<file path="src/rtl/tile_gid_to_texture_and_world_coords_core_macros.svh">
// ----------------------------------------------------------------------------
// Tile ID translator assertion macros
// Shared concurrent assertion forms. Each one is clocked on clk and is
// disabled while rst_n is low.
// ----------------------------------------------------------------------------
`ifndef TILE_GID_TO_TEXTURE_AND_WORLD_COORDS_CORE_MACROS_SVH
`define TILE_GID_TO_TEXTURE_AND_WORLD_COORDS_CORE_MACROS_SVH

// Same-cycle implication.
`define TGTC_ASSERT_IMP(lbl, ante, cons, msg) \
    lbl: assert property (@(posedge clk) disable iff (!rst_n) (ante) |-> (cons)) \
        else $error(msg);

// Next-cycle implication.
`define TGTC_ASSERT_NXT(lbl, ante, cons, msg) \
    lbl: assert property (@(posedge clk) disable iff (!rst_n) (ante) |=> (cons)) \
        else $error(msg);

`endif

</file>
<file path="src/rtl/tgtc_pkg.sv">
// ----------------------------------------------------------------------------
// Tile ID translator package
// Widths, codes, reset values and the command and status bundles that join
// the controller to the datapath.
// ----------------------------------------------------------------------------
`default_nettype none

package tgtc_pkg;

    localparam int NUM_TILESETS_DEF = 4;
    localparam int MAX_ROWS_DEF     = 1024;

    localparam int TW_W       = 9;
    localparam int LW_W       = 11;
    localparam int CNT_W      = 3;
    localparam int SLOT_W     = 2;
    localparam int ID_W       = 16;
    localparam int TEX_W      = 13;
    localparam int TEXY_W     = 24;
    localparam int WORLD_W    = 18;
    localparam int STATUS_W   = 3;
    localparam int CELL_W     = 20;
    localparam int DVD_W      = 20;
    localparam int DVS_W      = 13;
    localparam int STEP_W     = 5;
    localparam int MUL_A_W    = 16;
    localparam int PROD_W     = MUL_A_W + TW_W;
    localparam int CFG_IDX_W  = 2;
    localparam int CFG_DATA_W = 11;
    localparam int IN_DATA_W  = 48;
    localparam int IN_USER_W  = 2;
    localparam int OUT_DATA_W = 80;
    localparam int OUT_USER_W = STATUS_W;

    // Result status codes.
    localparam logic [STATUS_W-1:0] ST_PLACED = 3'd0;
    localparam logic [STATUS_W-1:0] ST_EMPTY  = 3'd1;
    localparam logic [STATUS_W-1:0] ST_NOSET  = 3'd2;
    localparam logic [STATUS_W-1:0] ST_NARROW = 3'd3;
    localparam logic [STATUS_W-1:0] ST_ROWOVF = 3'd4;
    localparam logic [STATUS_W-1:0] ST_LOADED = 3'd5;

    // Configuration register indexes.
    localparam logic [CFG_IDX_W-1:0] REG_TILE_WIDTH    = 2'd0;
    localparam logic [CFG_IDX_W-1:0] REG_TILE_HEIGHT   = 2'd1;
    localparam logic [CFG_IDX_W-1:0] REG_LAYER_WIDTH   = 2'd2;
    localparam logic [CFG_IDX_W-1:0] REG_TILESET_COUNT = 2'd3;

    localparam logic [TW_W-1:0]  TILE_WIDTH_RST    = 9'd16;
    localparam logic [TW_W-1:0]  TILE_HEIGHT_RST   = 9'd16;
    localparam logic [LW_W-1:0]  LAYER_WIDTH_RST   = 11'd32;
    localparam logic [CNT_W-1:0] TILESET_COUNT_RST = 3'd0;

    // Divider operand selects and their step counts.
    localparam logic [1:0] DIV_CELL  = 2'd0;
    localparam logic [1:0] DIV_TPR   = 2'd1;
    localparam logic [1:0] DIV_LOCAL = 2'd2;

    localparam logic [STEP_W-1:0] STEPS_CELL  = 5'd20;
    localparam logic [STEP_W-1:0] STEPS_TPR   = 5'd13;
    localparam logic [STEP_W-1:0] STEPS_LOCAL = 5'd16;

    // Multiplier operand selects.
    localparam logic [1:0] MUL_TEX_X   = 2'd0;
    localparam logic [1:0] MUL_TEX_Y   = 2'd1;
    localparam logic [1:0] MUL_WORLD_X = 2'd2;
    localparam logic [1:0] MUL_WORLD_Y = 2'd3;

    typedef struct packed {
        logic                take;
        logic                div_start;
        logic [1:0]          div_sel;
        logic                cap_cell;
        logic                look;
        logic                cap_tpr;
        logic                cap_tex;
        logic                mul_en;
        logic [1:0]          mul_sel;
        logic                finish;
        logic [STATUS_W-1:0] status;
    } tgtc_cmd_t;

    typedef struct packed {
        logic is_load;
        logic id_zero;
        logic div_done;
        logic row_ovf;
        logic hit;
        logic tw_zero;
        logic tpr_zero;
    } tgtc_stat_t;

endpackage

`default_nettype wire

</file>
<file path="src/rtl/tgtc_div.sv">
// ----------------------------------------------------------------------------
// Tile ID translator divider
// Restoring divider, one quotient bit per cycle. The dividend arrives left
// aligned so that only the significant bits are iterated.
// ----------------------------------------------------------------------------
`default_nettype none

module tgtc_div (
    input  wire logic                       clk,
    input  wire logic                       rst_n,
    input  wire logic                       start,
    input  wire logic [tgtc_pkg::STEP_W-1:0] steps,
    input  wire logic [tgtc_pkg::DVD_W-1:0]  dividend,
    input  wire logic [tgtc_pkg::DVS_W-1:0]  divisor,
    output logic                            busy,
    output logic                            done,
    output logic [tgtc_pkg::DVD_W-1:0]       quotient,
    output logic [tgtc_pkg::DVS_W-1:0]       remainder
);
    import tgtc_pkg::*;

    logic              busy_reg;
    logic              done_reg;
    logic [STEP_W-1:0] cnt_reg;
    logic [DVD_W-1:0]  quo_reg;
    logic [DVS_W-1:0]  rem_reg;
    logic [DVS_W-1:0]  dvs_reg;
    logic [DVS_W:0]    trial;
    logic [DVS_W:0]    diff;
    logic              ge;

    assign trial = {rem_reg, quo_reg[DVD_W-1]};
    assign ge    = trial >= {1'b0, dvs_reg};
    assign diff  = trial - {1'b0, dvs_reg};

    always_ff @(posedge clk or negedge rst_n)
    begin
        if (!rst_n)
        begin
            busy_reg <= 1'b0;
            done_reg <= 1'b0;
            cnt_reg  <= '0;
        end
        else if (start)
        begin
            busy_reg <= 1'b1;
            done_reg <= 1'b0;
            cnt_reg  <= steps;
        end
        else if (busy_reg)
        begin
            cnt_reg <= cnt_reg - STEP_W'(1);
            if (cnt_reg == STEP_W'(1))
            begin
                busy_reg <= 1'b0;
                done_reg <= 1'b1;
            end
        end
        else
        begin
            done_reg <= 1'b0;
        end
    end

    // The remainder stays below the divisor, so the trial value fits one
    // bit more than the divisor.
    always_ff @(posedge clk)
    begin
        if (start)
        begin
            quo_reg <= dividend;
            rem_reg <= '0;
            dvs_reg <= divisor;
        end
        else if (busy_reg)
        begin
            quo_reg <= {quo_reg[DVD_W-2:0], ge};
            rem_reg <= ge ? diff[DVS_W-1:0] : trial[DVS_W-1:0];
        end
    end

    assign busy      = busy_reg;
    assign done      = done_reg;
    assign quotient  = quo_reg;
    assign remainder = rem_reg;

endmodule

`default_nettype wire

</file>
<file path="src/rtl/tgtc_ctrl.sv">
// ----------------------------------------------------------------------------
// Tile ID translator controller
// Sequences one item at a time through the checks, the three divisions and
// the four multiplications, and owns the output valid flag.
// ----------------------------------------------------------------------------
`default_nettype none
`include "tile_gid_to_texture_and_world_coords_core_macros.svh"

module tgtc_ctrl (
    input  wire logic                  clk,
    input  wire logic                  rst_n,
    input  wire logic                  in_valid,
    output logic                       in_ready,
    output logic                       out_valid,
    input  wire logic                  out_ready,
    input  wire tgtc_pkg::tgtc_stat_t  stat,
    output tgtc_pkg::tgtc_cmd_t        cmd
);
    import tgtc_pkg::*;

    localparam logic [3:0] S_IDLE     = 4'd0;
    localparam logic [3:0] S_CHECK    = 4'd1;
    localparam logic [3:0] S_DIV_CELL = 4'd2;
    localparam logic [3:0] S_ROW      = 4'd3;
    localparam logic [3:0] S_SET      = 4'd4;
    localparam logic [3:0] S_DIV_TPR  = 4'd5;
    localparam logic [3:0] S_TPR      = 4'd6;
    localparam logic [3:0] S_DIV_LOC  = 4'd7;
    localparam logic [3:0] S_MUL_TX   = 4'd8;
    localparam logic [3:0] S_MUL_TY   = 4'd9;
    localparam logic [3:0] S_MUL_WX   = 4'd10;
    localparam logic [3:0] S_MUL_WY   = 4'd11;
    localparam logic [3:0] S_DONE     = 4'd12;

    logic [3:0]          state_reg;
    logic [3:0]          state_next;
    logic [STATUS_W-1:0] status_reg;
    logic [STATUS_W-1:0] status_next;
    logic                out_valid_reg;
    logic                out_valid_next;

    always_comb
    begin
        state_next     = state_reg;
        status_next    = status_reg;
        out_valid_next = out_valid_reg;
        cmd            = '0;
        cmd.status     = status_reg;
        in_ready       = (state_reg == S_IDLE);

        if (out_valid_reg && out_ready)
        begin
            out_valid_next = 1'b0;
        end

        case (state_reg)
            S_IDLE:
            begin
                if (in_valid)
                begin
                    cmd.take   = 1'b1;
                    state_next = S_CHECK;
                end
            end
            S_CHECK:
            begin
                if (stat.is_load)
                begin
                    status_next = ST_LOADED;
                    state_next  = S_DONE;
                end
                else if (stat.id_zero)
                begin
                    status_next = ST_EMPTY;
                    state_next  = S_DONE;
                end
                else
                begin
                    cmd.div_start = 1'b1;
                    cmd.div_sel   = DIV_CELL;
                    state_next    = S_DIV_CELL;
                end
            end
            S_DIV_CELL:
            begin
                if (stat.div_done)
                begin
                    cmd.cap_cell = 1'b1;
                    state_next   = S_ROW;
                end
            end
            S_ROW:
            begin
                if (stat.row_ovf)
                begin
                    status_next = ST_ROWOVF;
                    state_next  = S_DONE;
                end
                else
                begin
                    cmd.look   = 1'b1;
                    state_next = S_SET;
                end
            end
            S_SET:
            begin
                if (!stat.hit)
                begin
                    status_next = ST_NOSET;
                    state_next  = S_DONE;
                end
                else if (stat.tw_zero)
                begin
                    status_next = ST_NARROW;
                    state_next  = S_DONE;
                end
                else
                begin
                    cmd.div_start = 1'b1;
                    cmd.div_sel   = DIV_TPR;
                    state_next    = S_DIV_TPR;
                end
            end
            S_DIV_TPR:
            begin
                if (stat.div_done)
                begin
                    cmd.cap_tpr = 1'b1;
                    state_next  = S_TPR;
                end
            end
            S_TPR:
            begin
                if (stat.tpr_zero)
                begin
                    status_next = ST_NARROW;
                    state_next  = S_DONE;
                end
                else
                begin
                    cmd.div_start = 1'b1;
                    cmd.div_sel   = DIV_LOCAL;
                    state_next    = S_DIV_LOC;
                end
            end
            S_DIV_LOC:
            begin
                if (stat.div_done)
                begin
                    cmd.cap_tex = 1'b1;
                    state_next  = S_MUL_TX;
                end
            end
            S_MUL_TX:
            begin
                cmd.mul_en  = 1'b1;
                cmd.mul_sel = MUL_TEX_X;
                state_next  = S_MUL_TY;
            end
            S_MUL_TY:
            begin
                cmd.mul_en  = 1'b1;
                cmd.mul_sel = MUL_TEX_Y;
                state_next  = S_MUL_WX;
            end
            S_MUL_WX:
            begin
                cmd.mul_en  = 1'b1;
                cmd.mul_sel = MUL_WORLD_X;
                state_next  = S_MUL_WY;
            end
            S_MUL_WY:
            begin
                cmd.mul_en  = 1'b1;
                cmd.mul_sel = MUL_WORLD_Y;
                status_next = ST_PLACED;
                state_next  = S_DONE;
            end
            S_DONE:
            begin
                // The result register frees up in the same cycle it is taken.
                if (!out_valid_reg || out_ready)
                begin
                    cmd.finish     = 1'b1;
                    out_valid_next = 1'b1;
                    state_next     = S_IDLE;
                end
            end
            default:
            begin
                state_next = S_IDLE;
            end
        endcase
    end

    always_ff @(posedge clk or negedge rst_n)
    begin
        if (!rst_n)
        begin
            state_reg     <= S_IDLE;
            status_reg    <= ST_PLACED;
            out_valid_reg <= 1'b0;
        end
        else
        begin
            state_reg     <= state_next;
            status_reg    <= status_next;
            out_valid_reg <= out_valid_next;
        end
    end

    assign out_valid = out_valid_reg;

    `TGTC_ASSERT_IMP(a_done_in_div_state, stat.div_done, (state_reg == S_DIV_CELL) || (state_reg == S_DIV_TPR) || (state_reg == S_DIV_LOC), "divider finished outside a divide state")
    `TGTC_ASSERT_NXT(a_finish_sets_valid, cmd.finish, out_valid_reg && (state_reg == S_IDLE), "finished item did not raise output valid")

endmodule

`default_nettype wire

</file>
<file path="src/rtl/tgtc_dp.sv">
// ----------------------------------------------------------------------------
// Tile ID translator datapath
// Configuration registers, tileset table, cell counter, range search, the
// shared divider and multiplier, and the result register.
// ----------------------------------------------------------------------------
`default_nettype none
`include "tile_gid_to_texture_and_world_coords_core_macros.svh"

module tgtc_dp #(
    parameter int NUM_TILESETS = tgtc_pkg::NUM_TILESETS_DEF,
    parameter int MAX_ROWS     = tgtc_pkg::MAX_ROWS_DEF
) (
    input  wire logic                             clk,
    input  wire logic                             rst_n,
    input  wire logic                             cfg_we,
    input  wire logic [tgtc_pkg::CFG_IDX_W-1:0]   cfg_index,
    input  wire logic [tgtc_pkg::CFG_DATA_W-1:0]  cfg_data,
    input  wire logic [tgtc_pkg::IN_DATA_W-1:0]   in_data,
    input  wire logic [tgtc_pkg::IN_USER_W-1:0]   in_user,
    output logic [tgtc_pkg::OUT_DATA_W-1:0]       out_data,
    output logic [tgtc_pkg::OUT_USER_W-1:0]       out_user,
    input  wire tgtc_pkg::tgtc_cmd_t              cmd,
    output tgtc_pkg::tgtc_stat_t                  stat
);
    import tgtc_pkg::*;

    localparam int SET_W = (NUM_TILESETS > 1) ? $clog2(NUM_TILESETS) : 1;

    // Input item fields.
    logic              command_in;
    logic              lstart_in;
    logic [SLOT_W-1:0] slot_in;
    logic [ID_W-1:0]   fid_in;
    logic [TEX_W-1:0]  texw_in;
    logic [ID_W-1:0]   id_in;

    assign command_in = in_user[0];
    assign lstart_in  = in_user[1];
    assign slot_in    = in_data[1:0];
    assign fid_in     = in_data[17:2];
    assign texw_in    = in_data[30:18];
    assign id_in      = in_data[46:31];

    logic [TW_W-1:0]   tile_width_reg;
    logic [TW_W-1:0]   tile_height_reg;
    logic [LW_W-1:0]   layer_width_reg;
    logic [CNT_W-1:0]  tileset_count_reg;
    logic [CELL_W-1:0] cell_reg;

    logic [ID_W-1:0]   fid_tbl_reg  [NUM_TILESETS];
    logic [TEX_W-1:0]  texw_tbl_reg [NUM_TILESETS];

    logic              command_reg;
    logic [SLOT_W-1:0] slot_reg;
    logic [ID_W-1:0]   id_reg;
    logic [CELL_W-1:0] idx_reg;
    logic [CELL_W-1:0] row_reg;
    logic [LW_W-1:0]   col_reg;
    logic              hit_reg;
    logic [SET_W-1:0]  set_reg;
    logic [TEX_W-1:0]  tpr_reg;
    logic [TEX_W-1:0]  tcol_reg;
    logic [ID_W-1:0]   trow_reg;
    logic [TEX_W-1:0]  tx_reg;
    logic [TEXY_W-1:0] ty_reg;
    logic [WORLD_W-1:0] wx_reg;
    logic [WORLD_W-1:0] wy_reg;

    logic [STATUS_W-1:0] out_status_reg;
    logic [SLOT_W-1:0]   out_set_reg;
    logic [TEX_W-1:0]    out_tx_reg;
    logic [TEXY_W-1:0]   out_ty_reg;
    logic [WORLD_W-1:0]  out_wx_reg;
    logic [WORLD_W-1:0]  out_wy_reg;

    logic [CELL_W-1:0] start_idx;
    logic [LW_W-1:0]   lw_eff;
    logic [ID_W-1:0]   fid_sel;
    logic [TEX_W-1:0]  texw_sel;
    logic [ID_W-1:0]   local_id;

    logic [NUM_TILESETS-1:0] match;
    logic                    hit_c;
    logic [SET_W-1:0]        set_c;

    logic              div_busy;
    logic              div_done;
    logic [DVD_W-1:0]  div_dvd;
    logic [DVS_W-1:0]  div_dvs;
    logic [STEP_W-1:0] div_steps;
    logic [DVD_W-1:0]  div_quo;
    logic [DVS_W-1:0]  div_rem;

    logic [MUL_A_W-1:0] mul_a;
    logic [TW_W-1:0]    mul_b;
    logic [PROD_W-1:0]  prod;

    // ------------------------------------------------------------------
    // Configuration registers
    // ------------------------------------------------------------------
    always_ff @(posedge clk or negedge rst_n)
    begin
        if (!rst_n)
        begin
            tile_width_reg    <= TILE_WIDTH_RST;
            tile_height_reg   <= TILE_HEIGHT_RST;
            layer_width_reg   <= LAYER_WIDTH_RST;
            tileset_count_reg <= TILESET_COUNT_RST;
        end
        else if (cfg_we)
        begin
            case (cfg_index)
                REG_TILE_WIDTH:    tile_width_reg    <= cfg_data[TW_W-1:0];
                REG_TILE_HEIGHT:   tile_height_reg   <= cfg_data[TW_W-1:0];
                REG_LAYER_WIDTH:   layer_width_reg   <= cfg_data[LW_W-1:0];
                REG_TILESET_COUNT: tileset_count_reg <= cfg_data[CNT_W-1:0];
                default:           tile_width_reg    <= tile_width_reg;
            endcase
        end
    end

    // ------------------------------------------------------------------
    // Cell counter: every translate item takes the next cell.
    // ------------------------------------------------------------------
    assign start_idx = lstart_in ? '0 : cell_reg;

    always_ff @(posedge clk or negedge rst_n)
    begin
        if (!rst_n)
        begin
            cell_reg <= '0;
        end
        else if (cmd.take && command_in)
        begin
            cell_reg <= start_idx + CELL_W'(1);
        end
    end

    // Tileset table; a slot beyond the table writes nothing.
    always_ff @(posedge clk)
    begin
        for (int i = 0; i < NUM_TILESETS; i++)
        begin
            if (cmd.take && !command_in && (int'(slot_in) == i))
            begin
                fid_tbl_reg[i]  <= fid_in;
                texw_tbl_reg[i] <= texw_in;
            end
        end
    end

    always_ff @(posedge clk)
    begin
        if (cmd.take)
        begin
            command_reg <= command_in;
            slot_reg    <= slot_in;
            id_reg      <= id_in;
            idx_reg     <= start_idx;
        end
    end

    // ------------------------------------------------------------------
    // Range search: entry i owns IDs from its first ID up to the next
    // entry's first ID; the last active entry has no upper bound.
    // ------------------------------------------------------------------
    genvar g;
    generate
        for (g = 0; g < NUM_TILESETS; g++)
        begin : g_match
            if (g < NUM_TILESETS - 1)
            begin : g_mid
                assign match[g] = (int'(tileset_count_reg) > g)
                                  && (id_reg >= fid_tbl_reg[g])
                                  && ((int'(tileset_count_reg) <= g + 1)
                                      || (id_reg < fid_tbl_reg[g+1]));
            end
            else
            begin : g_last
                assign match[g] = (int'(tileset_count_reg) > g)
                                  && (id_reg >= fid_tbl_reg[g]);
            end
        end
    endgenerate

    always_comb
    begin
        hit_c = 1'b0;
        set_c = '0;
        for (int i = NUM_TILESETS - 1; i >= 0; i--)
        begin
            if (match[i])
            begin
                hit_c = 1'b1;
                set_c = SET_W'(i);
            end
        end
    end

    assign fid_sel  = fid_tbl_reg[set_reg];
    assign texw_sel = texw_tbl_reg[set_reg];
    assign local_id = id_reg - fid_sel;
    assign lw_eff   = (layer_width_reg == '0) ? LW_W'(1) : layer_width_reg;

    // ------------------------------------------------------------------
    // Shared divider
    // ------------------------------------------------------------------
    always_comb
    begin
        case (cmd.div_sel)
            DIV_TPR:
            begin
                div_dvd   = {texw_sel, {(DVD_W - TEX_W){1'b0}}};
                div_dvs   = DVS_W'(tile_width_reg);
                div_steps = STEPS_TPR;
            end
            DIV_LOCAL:
            begin
                div_dvd   = {local_id, {(DVD_W - ID_W){1'b0}}};
                div_dvs   = tpr_reg;
                div_steps = STEPS_LOCAL;
            end
            default:
            begin
                div_dvd   = idx_reg;
                div_dvs   = DVS_W'(lw_eff);
                div_steps = STEPS_CELL;
            end
        endcase
    end

    tgtc_div u_div (
        .clk       (clk),
        .rst_n     (rst_n),
        .start     (cmd.div_start),
        .steps     (div_steps),
        .dividend  (div_dvd),
        .divisor   (div_dvs),
        .busy      (div_busy),
        .done      (div_done),
        .quotient  (div_quo),
        .remainder (div_rem)
    );

    always_ff @(posedge clk)
    begin
        if (cmd.cap_cell)
        begin
            row_reg <= div_quo;
            col_reg <= div_rem[LW_W-1:0];
        end
        if (cmd.look)
        begin
            hit_reg <= hit_c;
            set_reg <= set_c;
        end
        if (cmd.cap_tpr)
        begin
            tpr_reg <= div_quo[TEX_W-1:0];
        end
        if (cmd.cap_tex)
        begin
            trow_reg <= div_quo[ID_W-1:0];
            tcol_reg <= div_rem;
        end
    end

    // ------------------------------------------------------------------
    // Shared multiplier, one product per cycle. The row is below MAX_ROWS
    // here, so its low bits carry the whole value.
    // ------------------------------------------------------------------
    always_comb
    begin
        case (cmd.mul_sel)
            MUL_TEX_X:
            begin
                mul_a = MUL_A_W'(tcol_reg);
                mul_b = tile_width_reg;
            end
            MUL_TEX_Y:
            begin
                mul_a = trow_reg;
                mul_b = tile_height_reg;
            end
            MUL_WORLD_X:
            begin
                mul_a = MUL_A_W'(col_reg);
                mul_b = tile_width_reg;
            end
            default:
            begin
                mul_a = row_reg[MUL_A_W-1:0];
                mul_b = tile_height_reg;
            end
        endcase
    end

    assign prod = PROD_W'(mul_a) * PROD_W'(mul_b);

    always_ff @(posedge clk)
    begin
        if (cmd.mul_en)
        begin
            case (cmd.mul_sel)
                MUL_TEX_X:   tx_reg <= prod[TEX_W-1:0];
                MUL_TEX_Y:   ty_reg <= prod[TEXY_W-1:0];
                MUL_WORLD_X: wx_reg <= prod[WORLD_W-1:0];
                default:     wy_reg <= prod[WORLD_W-1:0];
            endcase
        end
    end

    // ------------------------------------------------------------------
    // Result register
    // ------------------------------------------------------------------
    always_ff @(posedge clk)
    begin
        if (cmd.finish)
        begin
            out_status_reg <= cmd.status;
            if ((cmd.status == ST_PLACED) || (cmd.status == ST_NARROW))
            begin
                out_set_reg <= SLOT_W'(set_reg);
            end
            else if (cmd.status == ST_LOADED)
            begin
                out_set_reg <= slot_reg;
            end
            else
            begin
                out_set_reg <= '0;
            end
            if (cmd.status == ST_PLACED)
            begin
                out_tx_reg <= tx_reg;
                out_ty_reg <= ty_reg;
                out_wx_reg <= wx_reg;
                out_wy_reg <= wy_reg;
            end
            else
            begin
                out_tx_reg <= '0;
                out_ty_reg <= '0;
                out_wx_reg <= '0;
                out_wy_reg <= '0;
            end
        end
    end

    assign out_data = {{(OUT_DATA_W - SLOT_W - TEX_W - TEXY_W - 2 * WORLD_W){1'b0}},
                       out_wy_reg, out_wx_reg, out_ty_reg, out_tx_reg, out_set_reg};
    assign out_user = out_status_reg;

    assign stat.is_load  = !command_reg;
    assign stat.id_zero  = (id_reg == '0);
    assign stat.div_done = div_done;
    assign stat.row_ovf  = (int'(row_reg) >= MAX_ROWS);
    assign stat.hit      = hit_reg;
    assign stat.tw_zero  = (tile_width_reg == '0);
    assign stat.tpr_zero = (tpr_reg == '0);

    `TGTC_ASSERT_IMP(a_div_start_idle, cmd.div_start, !div_busy, "divider started while busy")
    `TGTC_ASSERT_IMP(a_mul_after_tpr, cmd.mul_en, hit_reg && (tpr_reg != '0), "multiply without a matching tileset")
    `TGTC_ASSERT_IMP(a_look_row_in_range, cmd.look, int'(row_reg) < MAX_ROWS, "search started on an overflowed row")

endmodule

`default_nettype wire

</file>
<file path="src/rtl/tile_gid_to_texture_and_world_coords_core.sv">
// ----------------------------------------------------------------------------
// Tile ID translator
// Turns a stream of tile global IDs into texture rectangle origins and world
// positions, and loads the tileset table.
//
//   channel   direction  handshake                       payload
//   s_axis    in         s_axis_tvalid / s_axis_tready   tdata, tuser
//   m_axis    out        m_axis_tvalid / m_axis_tready   tdata, tuser
//   cfg       in         cfg_valid / cfg_ready           cfg_index, cfg_data
//
// A load item or an empty cell goes from the check state straight to the done
// state. A placed tile passes through three divisions on the shared
// one-bit-per-cycle divider, 20 steps for the cell index, 13 for tiles per row
// and 16 for the local ID, then through four multiplications to the done state.
// One item is in work at a time; the next is accepted while a result waits.
// Asynchronous reset sets the cell index, configuration and control state.
// ----------------------------------------------------------------------------
`default_nettype none

module tile_gid_to_texture_and_world_coords_core #(
    parameter int NUM_TILESETS = tgtc_pkg::NUM_TILESETS_DEF,
    parameter int MAX_ROWS     = tgtc_pkg::MAX_ROWS_DEF
) (
    input  wire logic                             clk,
    input  wire logic                             rst_n,
    input  wire logic                             s_axis_tvalid,
    output logic                                  s_axis_tready,
    // slot [1:0], first_id [17:2], texture_width [30:18], tile_id [46:31]
    input  wire logic [tgtc_pkg::IN_DATA_W-1:0]   s_axis_tdata,
    // command [0], layer_start [1]
    input  wire logic [tgtc_pkg::IN_USER_W-1:0]   s_axis_tuser,
    output logic                                  m_axis_tvalid,
    input  wire logic                             m_axis_tready,
    // tileset_index [1:0], tex_x [14:2], tex_y [38:15], world_x [56:39],
    // world_y [74:57]
    output logic [tgtc_pkg::OUT_DATA_W-1:0]       m_axis_tdata,
    // status [2:0]
    output logic [tgtc_pkg::OUT_USER_W-1:0]       m_axis_tuser,
    input  wire logic                             cfg_valid,
    output logic                                  cfg_ready,
    input  wire logic [tgtc_pkg::CFG_IDX_W-1:0]   cfg_index,
    input  wire logic [tgtc_pkg::CFG_DATA_W-1:0]  cfg_data
);
    import tgtc_pkg::*;

    tgtc_cmd_t  cmd;
    tgtc_stat_t stat;

    // Register writes are always accepted.
    assign cfg_ready = 1'b1;

    tgtc_ctrl u_ctrl (
        .clk       (clk),
        .rst_n     (rst_n),
        .in_valid  (s_axis_tvalid),
        .in_ready  (s_axis_tready),
        .out_valid (m_axis_tvalid),
        .out_ready (m_axis_tready),
        .stat      (stat),
        .cmd       (cmd)
    );

    tgtc_dp #(
        .NUM_TILESETS (NUM_TILESETS),
        .MAX_ROWS     (MAX_ROWS)
    ) u_dp (
        .clk       (clk),
        .rst_n     (rst_n),
        .cfg_we    (cfg_valid && cfg_ready),
        .cfg_index (cfg_index),
        .cfg_data  (cfg_data),
        .in_data   (s_axis_tdata),
        .in_user   (s_axis_tuser),
        .out_data  (m_axis_tdata),
        .out_user  (m_axis_tuser),
        .cmd       (cmd),
        .stat      (stat)
    );

endmodule

`default_nettype wire
</file>
<file path="config.mk">
export PLATFORM = sky130hd
export DESIGN_NAME = tile_gid_to_texture_and_world_coords_core
export DESIGN_NICKNAME = d
export VERILOG_FILES = /design/src/rtl/tgtc_pkg.sv /design/src/rtl/tgtc_div.sv /design/src/rtl/tgtc_ctrl.sv /design/src/rtl/tgtc_dp.sv /design/src/rtl/tile_gid_to_texture_and_world_coords_core.sv
export VERILOG_INCLUDE_DIRS = /design/src /design/src/rtl
export SDC_FILE = /design/constraint.sdc
export NUM_CORES = 1
export LEC_CHECK = 0
export ABC_AREA = 1
export BUFFER_PORTS_ARGS = -buffer_cell sky130_fd_sc_hd__buf_2
export CAP_MARGIN = 5
export CORE_MARGIN = 5
export CORE_UTILIZATION = 61
export CTS_BUF_LIST = sky130_fd_sc_hd__clkbuf_4
export DETAILED_ROUTE_END_ITERATION = 7
export GPL_ROUTABILITY_DRIVEN = 1
export HOLD_SLACK_MARGIN = 0.02
export PLACE_DENSITY = 0.84
export SETUP_SLACK_MARGIN = 0.02
export SLEW_MARGIN = 30
export SYNTH_ARGS = -nofsm -noshare
export SYNTH_HDL_FRONTEND = slang
export SYNTH_HIERARCHICAL = 1
export SYNTH_SLANG_ARGS = --single-unit
export TNS_END_PERCENT = 30
</file>
<file path="constraint.sdc">
create_clock -name clk -period 20.3 [get_ports clk]
set_clock_uncertainty 0.1 [all_clocks]
set_input_delay 4.06 -clock clk [delete_from_list [all_inputs] [get_ports clk]]
set_output_delay 4.06 -clock clk [all_outputs]
set_load 0.02 [all_outputs]
</file>
Word-level counts from Yosys, hierarchy flattened --
Memories as Yosys holds them, arrays and structs flattened. Cells that the tools add are included.
Cells by class: add/subtract/negate cells 4, multipliers 1, order comparisons 16, equality and inequality tests 35, multiplexer cells 89, bitwise logic cells 1, reductions and logical operators 52
Operators by type and width (number):
- 16-bit >= comparator | 4
- 20-bit two-way mux | 3
- 13-bit two-way mux | 4
- 4-bit one-hot mux with 13 select lines | 1
- 16-bit < comparator | 3
- 16-bit two-way mux | 3
- 16-bit one-hot mux with 3 select lines | 1
- 16-bit OR reduction | 3
- 4-bit two-way mux | 11
- 20-bit one-hot mux with 2 select lines | 1
- 13-bit OR reduction | 3
- 1-bit two-way mux | 35
- 3-bit two-way mux | 11
- 13-bit one-hot mux with 2 select lines | 1
- 16-bit by 9-bit multiplier with 24-bit output | 1
- 20-bit by 1-bit adder with 20-bit output, second input constant | 1
- 4-bit equality test, second input constant | 5
- 20-bit by 11-bit >= comparator with 1-bit output, second input constant | 1
- 2-bit two-way mux | 10
- 4-bit by 3-bit equality test with 1-bit output, second input constant | 4
- 16-bit logical NOT | 1
- 2-bit AND reduction | 8
- 16-bit subtractor | 1
- 3-bit one-hot mux with 5 select lines | 1
- other kinds (39) | 81
Storage, ports and cells: bits in registers 379, RAM bits 116, input port bits 68, memories kept 2
Memories:
- u_dp.fid_tbl_reg | words 4, width 16, rd ports 5, clocked after Yosys merged registers in 0, wr ports 1, RTL line tgtc_dp.sv:50 | logic [ID_W-1:0] fid_tbl_reg [NUM_TILESETS];
- u_dp.texw_tbl_reg | words 4, width 13, rd ports 1, clocked after Yosys merged registers in 0, wr ports 1, RTL line tgtc_dp.sv:51 | logic [TEX_W-1:0] texw_tbl_reg [NUM_TILESETS];

Depth between registers and ports, before layout --
word-level depth 10, gate-level depth with buffers 31, mapped depth without buffers 29

By module --
The synthesis kept the hierarchy.
Modules (own cells, without submodules):
- tgtc_dp | times used 1, cells an instance 2318, area each 23621.4 um2
- tgtc_div | times used 1, cells an instance 401, area each 3051.7 um2
- tgtc_ctrl | times used 1, cells an instance 126, area each 783.3 um2
- tile_gid_to_texture_and_world_coords_core | times used 1, cells an instance 2, area each 11.3 um2

Worst setup path before layout --
No wires, ideal clock.
path kind input to register, from in s_axis_tvalid, to mem u_dp.fid_tbl_reg[0][0], enable pin, setup time 0.452 ns, data arrival time 9.518 ns, slack 10.231 ns, stages on the path 4, path through inv_1 -> nor3_1 -> nand2_1 -> nor3_1
RTL lines:
- start, declared | RTL line tile_gid_to_texture_and_world_coords_core.sv:26 | input wire logic s_axis_tvalid,
- end, declared | RTL line tgtc_dp.sv:50

==> impl_results.md <==
- Status: completed
- Synth Area in Compound Gates: 0.0594
- Setup TNS: 0 ns
- Hold Vio Cnt, Final: 0
- Post-route cell area: 30400 sq um
- Clk Latency, worst-skew pair: 0.88 ns
- Placed wire-length estimate: 46.1 mm
- Setup ws final: 13.37 ns
- Dpl cells: 3545
- Longest Clk Path Bufs: 3
- Post-synthesis simple-gate area fraction: 0.179
- Count leader, synth: nand2_1
- Gates resized, CTS repair: 0
- TritonCTS clock tree: yes
- Max reg flops: 64
- CP arrival: 7.42 ns
- Total gr overflow: 0
- Final nets: 3382
- Setup CP Type: flip-flop to flip-flop
- Largest net degree at the start of global routing: 95
- Adder-Cell Fraction of Synth Area: 0.138
- Vias in the first global route: 20400
- EDFF count, synth: 415
- Die area: 49400 sq um
- Leak pwr: 14.1 nW
- Hold Path Class: flip-flop to flip-flop
- Core ar.: 44400 sq um
- Fraction of synthesized area in multiplexers: 0
- CTS clk-pin slew, worst paths: 0.08 ns
- RSZ-0062 raised after global routing: false
- Routed wire length: 63.2 mm
- Place WS: 13.64 ns
- Worst Setup End Kind: flip-flop
- Area Growth Syn to Fin: 10.6%
- Clk sinks: 495
- Top cells by area, synth: edfxtp_1, nand2_1, fa_1
- Sequential-to-total area share from yosys stat: 0.524
- Final Non-Filler Cells: 3764
- Drt via density: 5.47
- DR WL/cell: 16.8 um
- Routability cong.: 1.02
- Xor/xnor share of the synthesized area: 0.0143
- Initial antenna violation count: 3
- Total Routing Usage GR: 0.255
- Share of the synthesized area in the top cell type: 0.454
- Worst Path Required: 20.79 ns
- Total Power: 4.86 mW
- Post-CTS Setup Bufs: 0
- Synthesized cell area: 27500 sq um
- First DRT Iteration DRCs: 2124
- Maxcap violations: 0
- Largest family of logic cells by synthesized area: simple AND/OR/NAND/NOR gates
- Port bufs: 146
- Io pins: 154
- ANT nets after route: 0
- Crit share post-route: 0.341
- VDD IR max: 0.193 mV
- Die Y: 222 um
- Cell variety after synth: 56
- Area occupied by multi-input gates: 10800 sq um
- Max-slew violations: 0
- Synth warn: 6
- Site row count: 77
- Final Core Density: 0.684
- Die width: 222 um
- PwrDens: 160 nW/um^2
- Minimum clock period: 6.93 ns
- Post-Syn Instances: 2847
- FF/Latch Area: 14400 sq um
- Initial core utilization: 0.618
- Max_slew headroom: 0.317
- First-pass GRT wire length: 102 mm
- Slew @ Worst Pin: 1.02 ns
- Post-CTS Hold Fix Bufs: 0
- H-Tree Depth: 3
- Total of fill cells in the finished design: 3181
- Layout cells sized above 1: 0.140
- Mapped Avg Cell Area: 9.65 sq um
- CP max FO: 37
- Synth async-reset ratio: 0.135
- Post-Place Cell Area: 28900 sq um
- Final setup fails: 0
- Seq cells post-synth: 495
- Synth top cells by count: nand2_1, inv_1, edfxtp_1
- Most used DFF post-synth: edfxtp_1
- Routed via count: 20600
- Drt pass-1 iters: 6
- DRC: 0
- R2r setup slk: 13.37 ns
- Clock Tree Root: clkbuf_4
- Fmax: 0.144 GHz
- Nature of the critical path startpoint: flip-flop
- Yosys top cell by area: edfxtp_1
- Hold WS: 0.343 ns
- Num CTS Buffers: 117
-- routing by layer --
layer	vias to the layer above	track usage	wire length, um	part of all wire
met5	-	0	13	0.00021
met4	2	0.0982	2390	0.038
met3	194	0.0593	5700	0.090
met2	1014	0.428	30500	0.48
met1	9669	0.325	24600	0.39
li1	9728	-	-	-
-- kinds of logic after synthesis --
group	after synthesis
buffers and inverters	595
adder cells (fa/ha/maj)	242
AND/OR/NAND/NOR	1168
AO/OA/AOI/OAI	300
XOR/XNOR	45
other	2
flip-flops	495
-- cell type report --
| cell class | count | share of cell area |
|---|---|---|
| sequential | 495 | 0.474 |
| timing repair buffer | 175 | 0.0313 |
| multi-input combinational | 1762 | 0.356 |
| clock inverter | 46 | 0.00778 |
| clock buffer | 169 | 0.0418 |
| tap | 592 | 0.0244 |
| inverter | 521 | 0.0645 |
| antenna | 4 | 0.000329 |
-- critical path, cell delays in order (launching register included) --
cell and delay, ns:
dfrtp_1 0.50, inv_2 0.11, nand2_1 0.18, nor2_2 0.05, buf_4 0.26, nor2_1 0.76
nand2_1 0.11, nand3_1 0.12, o21ai_1 0.27, inv_1 0.25, nand2_1 0.11, fa_1 0.50
fa_1 0.55, inv_1 0.06, fa_1 0.53, inv_1 0.06, fa_1 0.52, inv_1 0.04
ha_1 0.34, a21oi_1 0.22, o21ai_1 0.14, a21oi_1 0.25, o21ai_1 0.18, xor2_1 0.43
-- worst paths after layout --
kind                                          from                 endpoint  cells past startpoint
setup / recovery               u_ctrl/state_reg[2]          u_dp/ty_reg[11]                     23
hold / removal             u_dp/u_div/quotient[18]         u_dp/row_reg[18]                      0
setup reg to reg               u_ctrl/state_reg[2]          u_dp/ty_reg[11]                     23
hold reg to reg            u_dp/u_div/quotient[18]         u_dp/row_reg[18]                      0
max in group asynchronous                    rst_n    u_dp/u_div/cnt_reg[2]                      2
min in group asynchronous                    rst_n  u_dp/layer_width_reg[7]                      2
-- power by group --
group          leakage (nW)  switching, mW  total, mW  internal, mW
Sequential             4.77          0.110       1.66          1.55
Clock                 0.894          0.394      0.793         0.399
Combinational          8.39           1.64       2.40         0.762
-- cells in the final DEF (no fill, tap or decap), drive strengths merged, types with 8 or more instances in the layout --
cell,synthesis,routed
a21oi,107,107
a31oi,8,8
buf,35,175
clkbuf,39,169
clkinv,5,49
dfrtp,64,64
dfxtp,13,13
edfxtp,415,415
fa,100,100
ha,142,142
inv,516,517
nand2,638,638
nand3,145,145
nand3b,9,9
nand4,23,23
nor2,314,314
nor3,22,22
nor4,11,11
o211ai,8,8
o21ai,149,149
xnor2,16,16
xor2,29,29
Note: power is estimated with default switching activity, not from simulation.
